==> src/design/thr_pwm_pkg.sv <==
// shared types and constants for the throttle axis to pulse-width block
`default_nettype none

package thr_pwm_pkg;

    localparam int DATA_W   = 12;
    localparam int APB_AW   = 5;
    localparam int APB_DW   = 32;
    localparam int DIV_STEPS = 12;

    localparam logic [DATA_W-1:0] RAMP_STEP       = 12'd15;
    localparam logic [DATA_W-1:0] SNAP_BAND       = 12'd10;
    localparam logic [DATA_W-1:0] NEAR_CENTRE     = 12'd1;
    localparam logic [DATA_W-1:0] FALLBACK_LOW    = 12'd0;
    localparam logic [DATA_W-1:0] FALLBACK_CENTRE = 12'd2048;
    localparam logic [DATA_W-1:0] FALLBACK_HIGH   = 12'd4095;

    localparam logic [DATA_W-1:0] RST_CAL_LOW       = 12'd0;
    localparam logic [DATA_W-1:0] RST_CAL_CENTRE    = 12'd2048;
    localparam logic [DATA_W-1:0] RST_CAL_HIGH      = 12'd4095;
    localparam logic [DATA_W-1:0] RST_DEAD_ZONE     = 12'd0;
    localparam logic [DATA_W-1:0] RST_PULSE_LOW     = 12'd1000;
    localparam logic [DATA_W-1:0] RST_PULSE_NEUTRAL = 12'd1500;
    localparam logic [DATA_W-1:0] RST_PULSE_HIGH    = 12'd2000;

    typedef enum logic [2:0] {
        REG_CAL_LOW       = 3'd0,
        REG_CAL_CENTRE    = 3'd1,
        REG_CAL_HIGH      = 3'd2,
        REG_DEAD_ZONE     = 3'd3,
        REG_PULSE_LOW     = 3'd4,
        REG_PULSE_NEUTRAL = 3'd5,
        REG_PULSE_HIGH    = 3'd6,
        REG_MIRROR        = 3'd7
    } reg_idx_t;

    typedef enum logic [2:0] {
        S_IDLE,
        S_CLAMP,
        S_SETUP,
        S_MUL,
        S_DIV,
        S_SUM,
        S_SNAP,
        S_RAMP
    } state_t;

endpackage

`default_nettype wire

==> src/design/thr_pwm_in_if.sv <==
// sample channel: valid, ready, one raw throttle item and a restart flag
`default_nettype none

interface thr_pwm_in_if;
    logic                            valid;
    logic                            ready;
    logic [thr_pwm_pkg::DATA_W-1:0]  sample;
    logic                            restart;

    modport source (output valid, output sample, output restart, input ready);
    modport sink   (input valid, input sample, input restart, output ready);
endinterface

`default_nettype wire

==> src/design/thr_pwm_out_if.sv <==
// pulse channel: valid, ready and one pulse width item
`default_nettype none

interface thr_pwm_out_if;
    logic                            valid;
    logic                            ready;
    logic [thr_pwm_pkg::DATA_W-1:0]  pulse_width;

    modport source (output valid, output pulse_width, input ready);
    modport sink   (input valid, input pulse_width, output ready);
endinterface

`default_nettype wire

==> src/design/throttle_axis_to_pwm_ramp.sv <==
// Throttle axis map: one raw 12-bit sample in, one slew-limited pulse width out.
// Each accepted item runs through a small sequencer: deadzone and clamp, segment
// setup, one 12x12 multiply, 12 steps of a restoring divider, then sum and
// mirror, endpoint/neutral snap and the fall ramp. The result is offered once the
// ramp state loads the output register, and the next item is taken only after the
// block returns to idle, so a new sample is not taken before the last one is done.
// The sample channel is not ready while an item is in work. The result sits in
// its own output register, so a stalled result only holds the block at its final
// ramp step. Registers sit on an APB port at byte address 4*index; write them
// only while the block is idle.
`default_nettype none

module throttle_axis_to_pwm_ramp (
    input  wire logic                             clk,
    input  wire logic                             rst_n,
    input  wire logic                             psel,
    input  wire logic                             penable,
    input  wire logic                             pwrite,
    input  wire logic [thr_pwm_pkg::APB_AW-1:0]   paddr,
    input  wire logic [thr_pwm_pkg::APB_DW-1:0]   pwdata,
    output logic      [thr_pwm_pkg::APB_DW-1:0]   prdata,
    output logic                                  pready,
    thr_pwm_in_if.sink                            sample_ch,
    thr_pwm_out_if.source                         pulse_ch
);
    import thr_pwm_pkg::*;

    localparam int CNT_W = $clog2(DIV_STEPS);

    // configuration
    logic [DATA_W-1:0] cal_low_reg, cal_centre_reg, cal_high_reg, dead_zone_reg;
    logic [DATA_W-1:0] pulse_low_reg, pulse_neutral_reg, pulse_high_reg;
    logic              mirror_reg;

    // sequencer and datapath
    state_t            state_reg, state_next;
    logic [CNT_W-1:0]  cnt_reg;
    logic [DATA_W-1:0] sample_reg;
    logic [DATA_W-1:0] raw_reg, mn_reg, ctr_reg, mx_reg;
    logic              near_reg;
    logic [DATA_W-1:0] num_reg, den_reg, dmag_reg, base_reg;
    logic              neg_reg;
    logic [DATA_W-1:0] rem_reg, quo_reg;
    logic [DATA_W-1:0] v_reg, snap_reg;
    logic [DATA_W-1:0] held_reg;
    logic [DATA_W-1:0] pulse_width_reg;
    logic              out_valid_reg;

    logic              wr_en;
    reg_idx_t          wr_idx;
    logic              in_take, out_load, out_take;

    assign wr_en  = psel & penable & pwrite & pready;
    assign wr_idx = reg_idx_t'(paddr[4:2]);
    assign pready = 1'b1;

    always_comb
    begin
        prdata = '0;
        case (wr_idx)
            REG_CAL_LOW:       prdata[DATA_W-1:0] = cal_low_reg;
            REG_CAL_CENTRE:    prdata[DATA_W-1:0] = cal_centre_reg;
            REG_CAL_HIGH:      prdata[DATA_W-1:0] = cal_high_reg;
            REG_DEAD_ZONE:     prdata[DATA_W-1:0] = dead_zone_reg;
            REG_PULSE_LOW:     prdata[DATA_W-1:0] = pulse_low_reg;
            REG_PULSE_NEUTRAL: prdata[DATA_W-1:0] = pulse_neutral_reg;
            REG_PULSE_HIGH:    prdata[DATA_W-1:0] = pulse_high_reg;
            REG_MIRROR:        prdata[0] = mirror_reg;
            default:           prdata = '0;
        endcase
    end

    always_ff @(posedge clk or negedge rst_n)
    begin
        if (!rst_n)
        begin
            cal_low_reg       <= RST_CAL_LOW;
            cal_centre_reg    <= RST_CAL_CENTRE;
            cal_high_reg      <= RST_CAL_HIGH;
            dead_zone_reg     <= RST_DEAD_ZONE;
            pulse_low_reg     <= RST_PULSE_LOW;
            pulse_neutral_reg <= RST_PULSE_NEUTRAL;
            pulse_high_reg    <= RST_PULSE_HIGH;
            mirror_reg        <= 1'b0;
        end
        else if (wr_en)
        begin
            case (wr_idx)
                REG_CAL_LOW:       cal_low_reg       <= pwdata[DATA_W-1:0];
                REG_CAL_CENTRE:    cal_centre_reg    <= pwdata[DATA_W-1:0];
                REG_CAL_HIGH:      cal_high_reg      <= pwdata[DATA_W-1:0];
                REG_DEAD_ZONE:     dead_zone_reg     <= pwdata[DATA_W-1:0];
                REG_PULSE_LOW:     pulse_low_reg     <= pwdata[DATA_W-1:0];
                REG_PULSE_NEUTRAL: pulse_neutral_reg <= pwdata[DATA_W-1:0];
                REG_PULSE_HIGH:    pulse_high_reg    <= pwdata[DATA_W-1:0];
                REG_MIRROR:        mirror_reg        <= pwdata[0];
                default:           mirror_reg        <= mirror_reg;
            endcase
        end
    end

    // next state
    always_comb
    begin
        state_next = state_reg;
        case (state_reg)
            S_IDLE:  if (sample_ch.valid) state_next = S_CLAMP;
            S_CLAMP: state_next = S_SETUP;
            S_SETUP: state_next = S_MUL;
            S_MUL:   state_next = S_DIV;
            S_DIV:   if (cnt_reg == '0) state_next = S_SUM;
            S_SUM:   state_next = S_SNAP;
            S_SNAP:  state_next = S_RAMP;
            S_RAMP:  if (!out_valid_reg || pulse_ch.ready) state_next = S_IDLE;
            default: state_next = S_IDLE;
        endcase
    end

    // handshake outputs
    always_comb
    begin
        sample_ch.ready = 1'b0;
        out_load        = 1'b0;
        case (state_reg)
            S_IDLE:  sample_ch.ready = 1'b1;
            S_RAMP:  out_load = !out_valid_reg || pulse_ch.ready;
            default:
            begin
                sample_ch.ready = 1'b0;
                out_load        = 1'b0;
            end
        endcase
    end

    assign in_take              = sample_ch.valid & sample_ch.ready;
    assign out_take             = out_valid_reg & pulse_ch.ready;
    assign pulse_ch.valid       = out_valid_reg;
    assign pulse_ch.pulse_width = pulse_width_reg;

    // deadzone and calibration clamp
    logic [DATA_W-1:0] dz_diff, dz_raw, mn_c, ctr_c, mx_c, raw_c;
    logic              cal_ok;

    always_comb
    begin
        dz_diff = (sample_reg >= cal_centre_reg) ? sample_reg - cal_centre_reg
                                                 : cal_centre_reg - sample_reg;
        dz_raw  = (dz_diff < dead_zone_reg) ? cal_centre_reg : sample_reg;
        cal_ok  = (cal_low_reg < cal_centre_reg) && (cal_centre_reg < cal_high_reg);
        mn_c    = cal_ok ? cal_low_reg    : FALLBACK_LOW;
        ctr_c   = cal_ok ? cal_centre_reg : FALLBACK_CENTRE;
        mx_c    = cal_ok ? cal_high_reg   : FALLBACK_HIGH;
        if (dz_raw < mn_c)
            raw_c = mn_c;
        else if (dz_raw > mx_c)
            raw_c = mx_c;
        else
            raw_c = dz_raw;
    end

    // segment choice
    logic              upper_c;
    logic [DATA_W-1:0] cdiff_c, out_hi_c, out_lo_c;

    always_comb
    begin
        upper_c  = raw_reg >= ctr_reg;
        cdiff_c  = upper_c ? raw_reg - ctr_reg : ctr_reg - raw_reg;
        out_hi_c = upper_c ? pulse_high_reg    : pulse_neutral_reg;
        out_lo_c = upper_c ? pulse_neutral_reg : pulse_low_reg;
    end

    // multiply, one divider step
    logic [2*DATA_W-1:0] prod_c;
    logic [DATA_W:0]     trial_c;

    assign prod_c  = num_reg * dmag_reg;
    assign trial_c = {rem_reg, quo_reg[DATA_W-1]} - {1'b0, den_reg};

    // sum, mirror, pulse clamp
    logic [15:0]       q16_c, sum_c, mir_c;
    logic [DATA_W-1:0] v_c;

    always_comb
    begin
        q16_c = {4'b0, quo_reg};
        if (near_reg)
            sum_c = {4'b0, pulse_neutral_reg};
        else if (neg_reg)
            sum_c = {4'b0, base_reg} - q16_c;
        else
            sum_c = {4'b0, base_reg} + q16_c;
        mir_c = mirror_reg ? ({4'b0, pulse_low_reg} + {4'b0, pulse_high_reg} - sum_c)
                           : sum_c;
        if (mir_c < {4'b0, pulse_low_reg})
            v_c = pulse_low_reg;
        else if (mir_c > {4'b0, pulse_high_reg})
            v_c = pulse_high_reg;
        else
            v_c = mir_c[DATA_W-1:0];
    end

    // snap to low end, high end, then neutral
    logic [DATA_W:0]   lo_band_c;
    logic [DATA_W+1:0] hi_band_c;
    logic [DATA_W-1:0] mdiff_c, snap_c;

    always_comb
    begin
        lo_band_c = {1'b0, pulse_low_reg} + {1'b0, SNAP_BAND};
        hi_band_c = {2'b0, pulse_high_reg} - {2'b0, SNAP_BAND};
        mdiff_c   = (v_reg >= pulse_neutral_reg) ? v_reg - pulse_neutral_reg
                                                 : pulse_neutral_reg - v_reg;
        if ({1'b0, v_reg} <= lo_band_c)
            snap_c = pulse_low_reg;
        else if ($signed({2'b0, v_reg}) >= $signed(hi_band_c))
            snap_c = pulse_high_reg;
        else if (mdiff_c <= SNAP_BAND)
            snap_c = pulse_neutral_reg;
        else
            snap_c = v_reg;
    end

    // fall ramp; zero held value means not yet initialised
    logic [DATA_W-1:0] h0_c, held_c;

    always_comb
    begin
        h0_c = (held_reg == '0) ? snap_reg : held_reg;
        if (snap_reg >= h0_c || snap_reg <= pulse_neutral_reg)
            held_c = snap_reg;
        else if (h0_c - snap_reg > RAMP_STEP)
            held_c = h0_c - RAMP_STEP;
        else
            held_c = snap_reg;
    end

    always_ff @(posedge clk or negedge rst_n)
    begin
        if (!rst_n)
        begin
            state_reg     <= S_IDLE;
            cnt_reg       <= '0;
            held_reg      <= '0;
            out_valid_reg <= 1'b0;
        end
        else
        begin
            state_reg <= state_next;
            if (in_take && sample_ch.restart)
                held_reg <= '0;
            else if (out_load)
                held_reg <= held_c;
            if (out_load)
                out_valid_reg <= 1'b1;
            else if (out_take)
                out_valid_reg <= 1'b0;
            if (state_reg == S_MUL)
                cnt_reg <= CNT_W'(DIV_STEPS - 1);
            else if (state_reg == S_DIV)
                cnt_reg <= cnt_reg - 1'b1;
        end
    end

    always_ff @(posedge clk)
    begin
        if (in_take)
            sample_reg <= sample_ch.sample;
        if (out_load)
            pulse_width_reg <= held_c;
        case (state_reg)
            S_CLAMP:
            begin
                raw_reg <= raw_c;
                mn_reg  <= mn_c;
                ctr_reg <= ctr_c;
                mx_reg  <= mx_c;
            end
            S_SETUP:
            begin
                near_reg <= cdiff_c <= NEAR_CENTRE;
                num_reg  <= upper_c ? raw_reg - ctr_reg : raw_reg - mn_reg;
                den_reg  <= upper_c ? mx_reg - ctr_reg  : ctr_reg - mn_reg;
                base_reg <= out_lo_c;
                neg_reg  <= out_hi_c < out_lo_c;
                dmag_reg <= (out_hi_c >= out_lo_c) ? out_hi_c - out_lo_c
                                                   : out_lo_c - out_hi_c;
            end
            S_MUL:
            begin
                // quotient fits 12 bits, so the high half is already below the divisor
                rem_reg <= prod_c[2*DATA_W-1:DATA_W];
                quo_reg <= prod_c[DATA_W-1:0];
            end
            S_DIV:
            begin
                if (!trial_c[DATA_W])
                    rem_reg <= trial_c[DATA_W-1:0];
                else
                    rem_reg <= {rem_reg[DATA_W-2:0], quo_reg[DATA_W-1]};
                quo_reg <= {quo_reg[DATA_W-2:0], ~trial_c[DATA_W]};
            end
            S_SUM:   v_reg    <= v_c;
            S_SNAP:  snap_reg <= snap_c;
            default: v_reg    <= v_reg;
        endcase
    end

endmodule

`default_nettype wire
==> src/flat_wrapper.sv <==
// flat-port wrapper written by rule: the top's interface ports become plain ports
module throttle_axis_to_pwm_ramp_flat import thr_pwm_pkg::*;
  (clk, rst_n, psel, penable, pwrite, paddr, pwdata, prdata, pready, sample_ch_valid, sample_ch_sample, sample_ch_restart, sample_ch_ready, pulse_ch_valid, pulse_ch_pulse_width, pulse_ch_ready);
  thr_pwm_in_if sample_ch_i ();
  thr_pwm_out_if pulse_ch_i ();
  input  wire logic clk;
  input  wire logic rst_n;
  input  wire logic psel;
  input  wire logic penable;
  input  wire logic pwrite;
  input  wire logic [thr_pwm_pkg::APB_AW-1:0] paddr;
  input  wire logic [thr_pwm_pkg::APB_DW-1:0] pwdata;
  output logic      [thr_pwm_pkg::APB_DW-1:0] prdata;
  output logic pready;
  input wire logic [$bits(sample_ch_i.valid)-1:0] sample_ch_valid;
  input wire logic [$bits(sample_ch_i.sample)-1:0] sample_ch_sample;
  input wire logic [$bits(sample_ch_i.restart)-1:0] sample_ch_restart;
  output wire logic [$bits(sample_ch_i.ready)-1:0] sample_ch_ready;
  output wire logic [$bits(pulse_ch_i.valid)-1:0] pulse_ch_valid;
  output wire logic [$bits(pulse_ch_i.pulse_width)-1:0] pulse_ch_pulse_width;
  input wire logic [$bits(pulse_ch_i.ready)-1:0] pulse_ch_ready;
  assign sample_ch_i.valid = sample_ch_valid;
  assign sample_ch_i.sample = sample_ch_sample;
  assign sample_ch_i.restart = sample_ch_restart;
  assign sample_ch_ready = sample_ch_i.ready;
  assign pulse_ch_valid = pulse_ch_i.valid;
  assign pulse_ch_pulse_width = pulse_ch_i.pulse_width;
  assign pulse_ch_i.ready = pulse_ch_ready;
  throttle_axis_to_pwm_ramp u_core (.clk(clk), .rst_n(rst_n), .psel(psel), .penable(penable), .pwrite(pwrite), .paddr(paddr), .pwdata(pwdata), .prdata(prdata), .pready(pready), .sample_ch(sample_ch_i), .pulse_ch(pulse_ch_i));
endmodule
==> config.mk <==
export PLATFORM = sky130hd
export DESIGN_NAME = throttle_axis_to_pwm_ramp_flat
export DESIGN_NICKNAME = d
export VERILOG_FILES = /design/src/design/thr_pwm_pkg.sv /design/src/design/thr_pwm_in_if.sv /design/src/design/thr_pwm_out_if.sv /design/src/design/throttle_axis_to_pwm_ramp.sv /design/src/flat_wrapper.sv
export SDC_FILE = /design/constraint.sdc
export NUM_CORES = 1
export LEC_CHECK = 0
export BUFFER_PORTS_ARGS = -buffer_cell sky130_fd_sc_hd__buf_2
export CAP_MARGIN = 20
export CORE_MARGIN = 3
export CORE_UTILIZATION = 40
export CTS_CLUSTER_DIAMETER = 150
export DETAILED_ROUTE_END_ITERATION = 12
export PLACE_DENSITY_LB_ADDON = 0.2
export SLEW_MARGIN = 10
export SYNTH_ARGS = -nofsm -noshare
export SYNTH_HDL_FRONTEND = slang
export SYNTH_SLANG_ARGS = --single-unit
==> constraint.sdc <==
create_clock -name clk -period 6.8 [get_ports clk]
set_clock_uncertainty 0.05 [all_clocks]
set_input_delay 0.34 -clock clk [delete_from_list [all_inputs] [get_ports clk]]
set_output_delay 0.34 -clock clk [all_outputs]
set_load 0.05 [all_outputs]
==> flow_results.org, run 1 <==
** Timing
- The hold violation total from the final report was 0.
- In the finished design, the share of the clock period the worst path needs comes to 0.934.
- Derived from the worst setup path, the maximum achievable clock frequency is approximately 0.16 GHz.
- Setup total negative slack on the finished layout was measured at 0 ns.
- Worst relative slew slack :: 0.237
- The number of pins with negative max-slew slack in the final report was 0.
- Across all setup checks in the final design, the least slack found is ~0.45 ns.
- Actual transition at the worst max-transition pin :: between 1 and 1.5 ns
- Min cycle time layout :: about 6.4 ns
- Setup repair after global routing left no endpoint under its margin.
- Setup violations remaining at the end of the flow were counted as 0.

** Clock tree
- TritonCTS built the clock tree.
- The later pin in the worst-skew pair is clocked with a latency of ~0.57 ns.
- Clock-pin slew was measured on the worst setup and hold paths at ~0.06 ns.
- Number of levels the H-tree was split into :: 2
- Maximum clock path buffer count :: 3
- CTS buffer count :: 34
- Buffer cell driving the clock tree root :: clkbuf_16
- Num Clock Sinks :: 275

** Drt
- In this run the remaining antenna-violating nets after routing total 0.
- In the final routed layout, each cell accounts on average for approximately 20 um.
- Detailed Route WL :: a little under 90000 um
- Residual DRC :: 0
- DRT Pass-1 Iters :: 5
- Vias per Instance :: roughly 5.5
- Initial drt markers :: approximately 2.1k
- For this block, the via count after detailed routing is approximately 24k.

** Synth
- Of the synthesized area, sequential elements account for 0.264.
- Main combinational cell family by area after synthesis :: adder cells
- Top post-synthesis cells by count :: inv_1, nand2_1, ha_1
- Of the total synthesized cell area, the portion taken by full adders, half adders and majority gates is 0.241.
- Of the total synthesized cell area, the portion taken by XOR and XNOR cells is 0.0417.
- Proportion of synthesized area in mux cells :: 0.0572
- Most common cell in the netlist :: inv_1
- Synthesized instance count :: 3321
- Of all flip-flops after synthesis, the portion carrying an async set or reset was 0.382.
- Top post-synthesis cells by area :: edfxtp_1, ha_1, fa_1
- Yosys mapped a number of flops with a built-in enable equal to 170.
- The Yosys step of the flow raised 0 warnings.
- Of the total synthesized cell area, the portion taken by AND, OR, NAND and NOR gates is 0.145.
- For this run, the leading register cell type out of synthesis is edfxtp_1.
- Biggest area consumer among synthesized cells :: edfxtp_1
- Synth cell types :: 85
- Area fraction in compound gates after synthesis :: 0.177
- Mapped Avg Cell Area :: approximately 9 um2
- Synthesized cell area :: a little under 30000 um2
- Counting flops and latches in the post-synthesis netlist gives between 200 and 300.
- The share of synthesized area in the top cell type comes to 0.173.

** Cells and area
- Of the cells placed in the final design, the portion with a size suffix greater than 1 is 0.0989.
- Total Nets Final :: 3934
- Measured on the finished design, the core utilization comes to 0.446.
- Total non-filler cell area in the finished layout :: roughly 32000 um2
- The number of antenna diodes in the final layout is 0.
- Area Growth Syn to Fin :: 9.40%

** Floorplan
- Pin placement for this block handled approximately 100 I/O pins.
- The floorplan step set the die height to between 200 and 300 um.
- Die width :: between 200 and 300 um
- Row generation in the floorplan step produced 98 rows.
- Overall die area :: a little under 80000 um2
- The initial utilization of the core area, before any placement, comes to 0.408.
- After floorplanning, the core was sized to cover around 72000 um2.

** Hold path
- In this run the worst hold path is classified as input port to flip-flop.

** Critical path
- Highest net fanout along the worst path :: 23
- The worst setup path is captured at a flip-flop.
- Slowest cell on the critical path :: a211o_2
- Crit path kind :: flip-flop to flip-flop
- Peak per-stage delay on the critical path :: around 0.46 ns
- STA classifies the critical path startpoint as a flip-flop.
- At the worst endpoint, the arrival time is approximately 6.6 ns.
- The cell that appears most often on the critical path is a21o_1.
- Data required time at the worst endpoint :: between 7 and 8 ns

** Placement
- Global placement routability congestion :: ~0.96
- Number of buffers inserted by port buffering :: 60
- Summed over all nets, the half-perimeter wirelength after detailed placement is 68100 um.
- Post-placement setup slack :: -0.0921 ns
- The placed instances occupy a cell area of between 30000 and 40000 um2.

** Outcome
- The flow ran to the end, and the final reports show no timing, DRC or antenna violations.

** Global routing
- Number of antenna violations at the first check in global routing :: 2
- Via count of the first global-routing pass :: roughly 23k
- Global-route wire length before repair :: ~140000 um
- Remaining Overflow, GRT :: 0
- Total global-route track usage :: 0.225
- Maximum number of pins on one net before global-route repair :: a little over 70

** Job
- Across the run, the number of max-cap violations was 0.
layout make-up:
type / instances / area (um2)
Fill cell: 7078 / 40000
Multi-Input combinational cell: 2529 / 19700
Sequential cell: 275 / 7770
Inverter: 396 / 1490
Tap cell: 950 / 1190
Timing Repair Buffer: 145 / 993
Clock buffer: 39 / 895
Clock inverter: 23 / 208
final timing paths:
path	slack (ns)	end	depth (start not counted)	from
max	0.45	u_core.raw_reg[1]$_DFFE_PP_	30	u_core.sample_reg[0]$_DFFE_PP_
min	0.06	u_core.pulse_neutral_reg[2]$_DFFE_PN1P_	3	pwdata[2]
max reg2reg	0.45	u_core.raw_reg[1]$_DFFE_PP_	30	u_core.sample_reg[0]$_DFFE_PP_
min reg2reg	0.47	u_core.cnt_reg[1]$_DFFE_PN0P_	2	u_core.cnt_reg[1]$_DFFE_PN0P_
max in group asynchronous	5.06	u_core.dead_zone_reg[9]$_DFFE_PN0P_	3	rst_n
min in group asynchronous	0.30	u_core.pulse_neutral_reg[5]$_DFFE_PN0P_	2	rst_n
cell families after synthesis:
logic type	after synthesis
AO/OA/AOI/OAI	814
adder cells (fa/ha/maj)	496
multiplexers	152
other	2
AND/OR/NAND/NOR	905
flip-flops	275
buffers and inverters	537
XOR/XNOR	140
worst max-delay path: cells and delay by family (launching register included):
| family | cells | cell delay, ns |
|---|---|---|
| XOR/XNOR | 1 | 0.16 |
| AO/OA/AOI/OAI | 17 | 3.58 |
| AND/OR/NAND/NOR | 2 | 0.13 |
| adder cells (fa/ha/maj) | 4 | 0.99 |
| flip-flops | 1 | 0.38 |
| buffers and inverters | 4 | 0.54 |
| multiplexers | 2 | 0.22 |
per-layer routing:
| layer | share of wire | track usage | up-vias |
|---|---|---|---|
| li1 | - | - | 11700 |
| met1 | 0.47 | 0.326 | 11500 |
| met2 | 0.42 | 0.338 | 765 |
| met3 | 0.068 | 0.0385 | 146 |
| met4 | 0.038 | 0.0761 | 2 |
| met5 | 0.00012 | 0 | - |
metrics by stage:
stage / hold WS (ns) / std cells
final: 0.0586 / 4357
after global routing: 0.0585 / 4357
after CTS: 0.0265 / 4348
after detailed placement: 0.335 / 4273
after global placement: 0.334 / 4273
after floorplan: -0.00559 / 3340
cell usage in the layout, fill, tap and decap left out, drive strengths merged, types with 73 or more instances in the layout:
cell and n:
dfrtp 73, inv 401, a21oi 193, nor2 152, nand2 384, ha 379, a21o 81, xnor2 97
buf 132, edfxtp 170, o21ai 250, fa 117, mux2i 88
what timing repair did:
action	in CTS	in global routing
pin swaps	0	4
hold buffers	13	0
setup endpoints to repair	12	17
cloned	0	1
resized for setup	3	25
endpoints found under the hold margin	38	0
buffers inserted	0	5
Power of run 1 is left out: the tool's default activity adds up to more than one toggle a clock period on the data nets, which glitch-free logic cannot reach.
==> run 2, diff against run 1 <==
--- a/config.mk
+++ b/config.mk
@@ -9,6 +9,7 @@
 export CAP_MARGIN = 20
 export CORE_MARGIN = 3
 export CORE_UTILIZATION = 40
+export CTS_BUF_LIST = sky130_fd_sc_hd__clkbuf_4 sky130_fd_sc_hd__clkbuf_8
 export CTS_CLUSTER_DIAMETER = 150
 export DETAILED_ROUTE_END_ITERATION = 12
 export PLACE_DENSITY_LB_ADDON = 0.2
==> constraint.sdc (replaced) <==
create_clock -name clk -period 7.8 [get_ports clk]
set_clock_uncertainty 0.05 [all_clocks]
set_input_delay 0.39 -clock clk [delete_from_list [all_inputs] [get_ports clk]]
set_output_delay 0.39 -clock clk [all_outputs]
set_load 0.05 [all_outputs]
==> run 2 against run 1 <==
- maximum frequency down 13%
- setup slack better by 0.044 ns
- global-route usage about the same
- die area unchanged
- flip-flop and latch count unchanged
- clock-buffer cell count up 33
- register-to-register slack better by 0.04 ns
- critical path type unchanged
- critical endpoint is now u_core.dmag_reg[11]$_DFFE_PP_
==> flow_results.org, run 2 (same netlist as run 1, synthesis figures left out) <==
** Critical path
- Largest delay contributor family on the critical path :: compound AO/OA/AOI/OAI gates
- The slowest stage of the critical path is the a221oi_1 cell.
- The worst register-to-register path begins at u_core.ctr_reg[1]$_SDFFCE_PN0P_.
- Element type at the critical path end :: flip-flop
- Worst Path Buf+Inv :: 2 (-2)
- Crit path kind :: flip-flop to flip-flop
- Cells along the critical path :: inv_1 -> fa_1 -> nand2_1 -> nand2_1 -> a21oi_1 -> o21ai_0 -> a21oi_1 -> o21ai_1 -> a221oi_1 -> a21o_1 -> buf_4 -> nand2_1 -> a21boi_0 -> fa_1 -> a21o_1 -> a21o_1 -> a2111oi_4 -> nor2_1 -> o21ai_0 -> nand2_1 -> a2111oi_0 -> mux2_2 -> a41o_1 -> nor2_1
- The worst path arrival time came to 7.64 ns (+1.05 ns).
- The required time of the critical path was 8.13 ns (+1.09 ns).
- Startpoint Class :: flip-flop
- The largest fanout on the critical path came to 20 (-13%).
- Peak per-stage delay on the critical path :: 0.66 ns (+0.20 ns)
- The most critical setup path has its startpoint at u_core.ctr_reg[1]$_SDFFCE_PN0P_.
- The cell that appears most often on the critical path is nand2_1.

** Placement
- Cell area reported after detailed placement :: 30600 um2 (-0.73%)
- Global placement routability congestion :: 0.967 (+0.70%)
- Post-DP HPWL :: 67200 um (-1.2%)
- The number of input and output port buffers inserted was 60 (unchanged).

** Cells and area
- Area Growth Syn to Fin :: 8.52%
- Leaving out fill and tap cells, the most frequent cells in the layout are inv_1, nand2_1, ha_1.
- The footprint of the multi-input gates is 19600 um2 (-0.33%).
- Sequential cell area :: 7770 um2 (unchanged)
- Fill cell total of the finished layout :: 7137 (+0.83%)
- Total Nets Final :: 3917 (-0.43%)
- Commonest non-fill, non-tap cell in the layout :: inv_1
- The finished layout cell area was 31900 um2 (-0.81%).
- Post-layout util :: 0.442 (-0.00360)
- Share of cells above drive strength 1 :: 0.0946 (-0.00435)

** Floorplan
- The height of the die was 277 um (unchanged).
- Overall die area :: 76900 um2 (unchanged)
- The number of I/O pins came to 104 (unchanged).
- Cell row count :: 98 (unchanged)
- The horizontal extent of the die was 277 um (unchanged).
- The starting density of the core was 0.408 (unchanged).
- Standard cell core area :: 72200 um2 (unchanged)

** Timing
- Final hold slack :: 0.0516 ns (-0.00701 ns)
- The measured slew at the worst slew-check pin came to 1.20 ns (+0.0655 ns).
- The achievable frequency is 0.137 GHz (-13%).
- The total negative setup slack came to 0 ns (unchanged).
- The number of setup violations in the final report was 0 (unchanged).
- Setup repair after global routing missed its margin :: no
- The share of the clock period used by the worst path after layout was 0.937 (+0.00273).
- Max-slew violation count :: 0 (unchanged)
- The hold violation total from the final report came to 0 (unchanged).
- The clock period minus final worst setup slack was 7.31 ns (+0.956 ns).
- The worst slew margin relative to its limit came to 0.197 (-0.0404).

** Outcome
- The run finished with clean final reports.

** Global routing
- The initial antenna violation count came to 1 (-1).
- Global-route wire length before repair :: 137000 um (+0.49%)
- Met1 demand-to-capacity share in global routing :: 0.330 (+0.00416)
- Remaining Overflow, GRT :: 0 (unchanged)
- Via count of the first global-routing pass :: 23.3k (+0.37%)
- met2 is the most crowded layer.
- The pin count of the biggest net entering global routing was 57 (-20%).
- The global-route track usage on met2 came to 0.354 (+0.0161).
- The overall routing resource usage was 0.225 (+0.000323).
- Met3 Resource Use GR :: 0.0256 (-0.0130)

** Clock tree
- Num Clock Sinks :: 275 (unchanged)
- The clock-pin slew reported for the worst setup and hold paths after clock tree synthesis came to 0.06 ns (about the same).
- TritonCTS built the clock tree.
- Clock latency on the worst-skew pair :: 0.65 ns (+0.08 ns)
- Maximum clock path buffer count :: 3 (unchanged)
- In this run the clock root is driven by a clkbuf_8.
- The post-CTS repair timing setup buffer count came to 0 (unchanged).
- CTS buffer count :: 51 (+50%)
- The deepest level of the CTS H-tree was 2 (unchanged).

** Drt
- The count of routing violations after the opening detailed-route iteration came to 1646 (-20%).
- The number of search-and-repair iterations in the first detailed-routing pass is 8 (+3).
- Detailed Route WL :: 87900 um (-0.70%)
- Final ANT Viol Nets :: 0 (unchanged)
- The via total after detailed routing was 23.8k (-1.3%).
- Drt wl/cell :: 20.2 um (-0.68%)
- Residual DRC :: 0 (unchanged)
- The number of vias per cell came to 5.47 (-1.3%).

** Job
- The count of max-cap constraint violations is 0 (unchanged).

** Hold path
- Min-Delay Path Class :: input port to flip-flop
- Launch instance of the worst min-delay path :: pwdata[6]
run 2: cell count changes in the layout (fill, tap and decap cells not counted), moves of 3 or more:
cell,delta
clkbuf_8,+61
buf_4,-39
clkbuf_16,-35
o21ai_0,+14
clkbuf_4,+10
o21ai_1,-8
o21ai_2,-5
clkinv_2,+4
dlygate4sd3_1,+4
inv_6,-4
clkbuf_1,-3
clkinv_4,-3
run 2: metrics by stage:
stage               std cells  setup slack (ns)
floorplan                3340              1.45
global placement         4240             0.818
detailed placement       4241             0.618
CTS                      4352             0.540
global route             4356            0.0939
finish                   4356             0.491
run 2: layer usage:
| metal | part of all wire | vias up |
|---|---|---|
| li1 | - | 11700 |
| met4 | 0.024 | 0 |
| met2 | 0.44 | 628 |
| met1 | 0.48 | 11400 |
| met3 | 0.055 | 118 |
| met5 | 0 | - |
run 2: final cells by class:
type,count,area share
multi-input cells,2528,0.613
flip-flops and latches,275,0.243
inverters,396,0.0465
well taps,950,0.0372
clock buffers,72,0.0289
repair buffers,112,0.0237
clock inverters,22,0.00689
diodes,1,0.0000783
run 2: path summary, 6_finish.rpt:
kind | to | slack [ns] | depth (start not counted)
max | u_core.dmag_reg[11]$_DFFE_PP_ | 0.49 | 24
min | u_core.pulse_low_reg[6]$_DFFE_PN1P_ | 0.05 | 3
max reg2reg | u_core.dmag_reg[11]$_DFFE_PP_ | 0.49 | 24
min reg2reg | u_core.cnt_reg[2]$_DFFE_PN0P_ | 0.46 | 1
max in group asynchronous | u_core.cal_centre_reg[9]$_DFFE_PN0P_ | 6.13 | 3
min in group asynchronous | u_core.held_reg[11]$_DFFE_PN0P_ | 0.36 | 2
run 2: tightest hold or removal path: cells and delay by family:
kind / cells / cell delay (ns)
buffers and inverters: 1 / 0.19
and+or+nand+nor: 1 / 0.08
AOI/OAI and AO/OA: 1 / 0.07
run 2: repair_timing:
item / 4_1_cts / 5_1_grt
gates resized for setup: 0 / 0
hold buffers: 17 / 0
endpoints found under the hold margin: 63 / 0
endpoints found under the setup margin: 0 / 0
Power of run 2 is left out for the same reason.
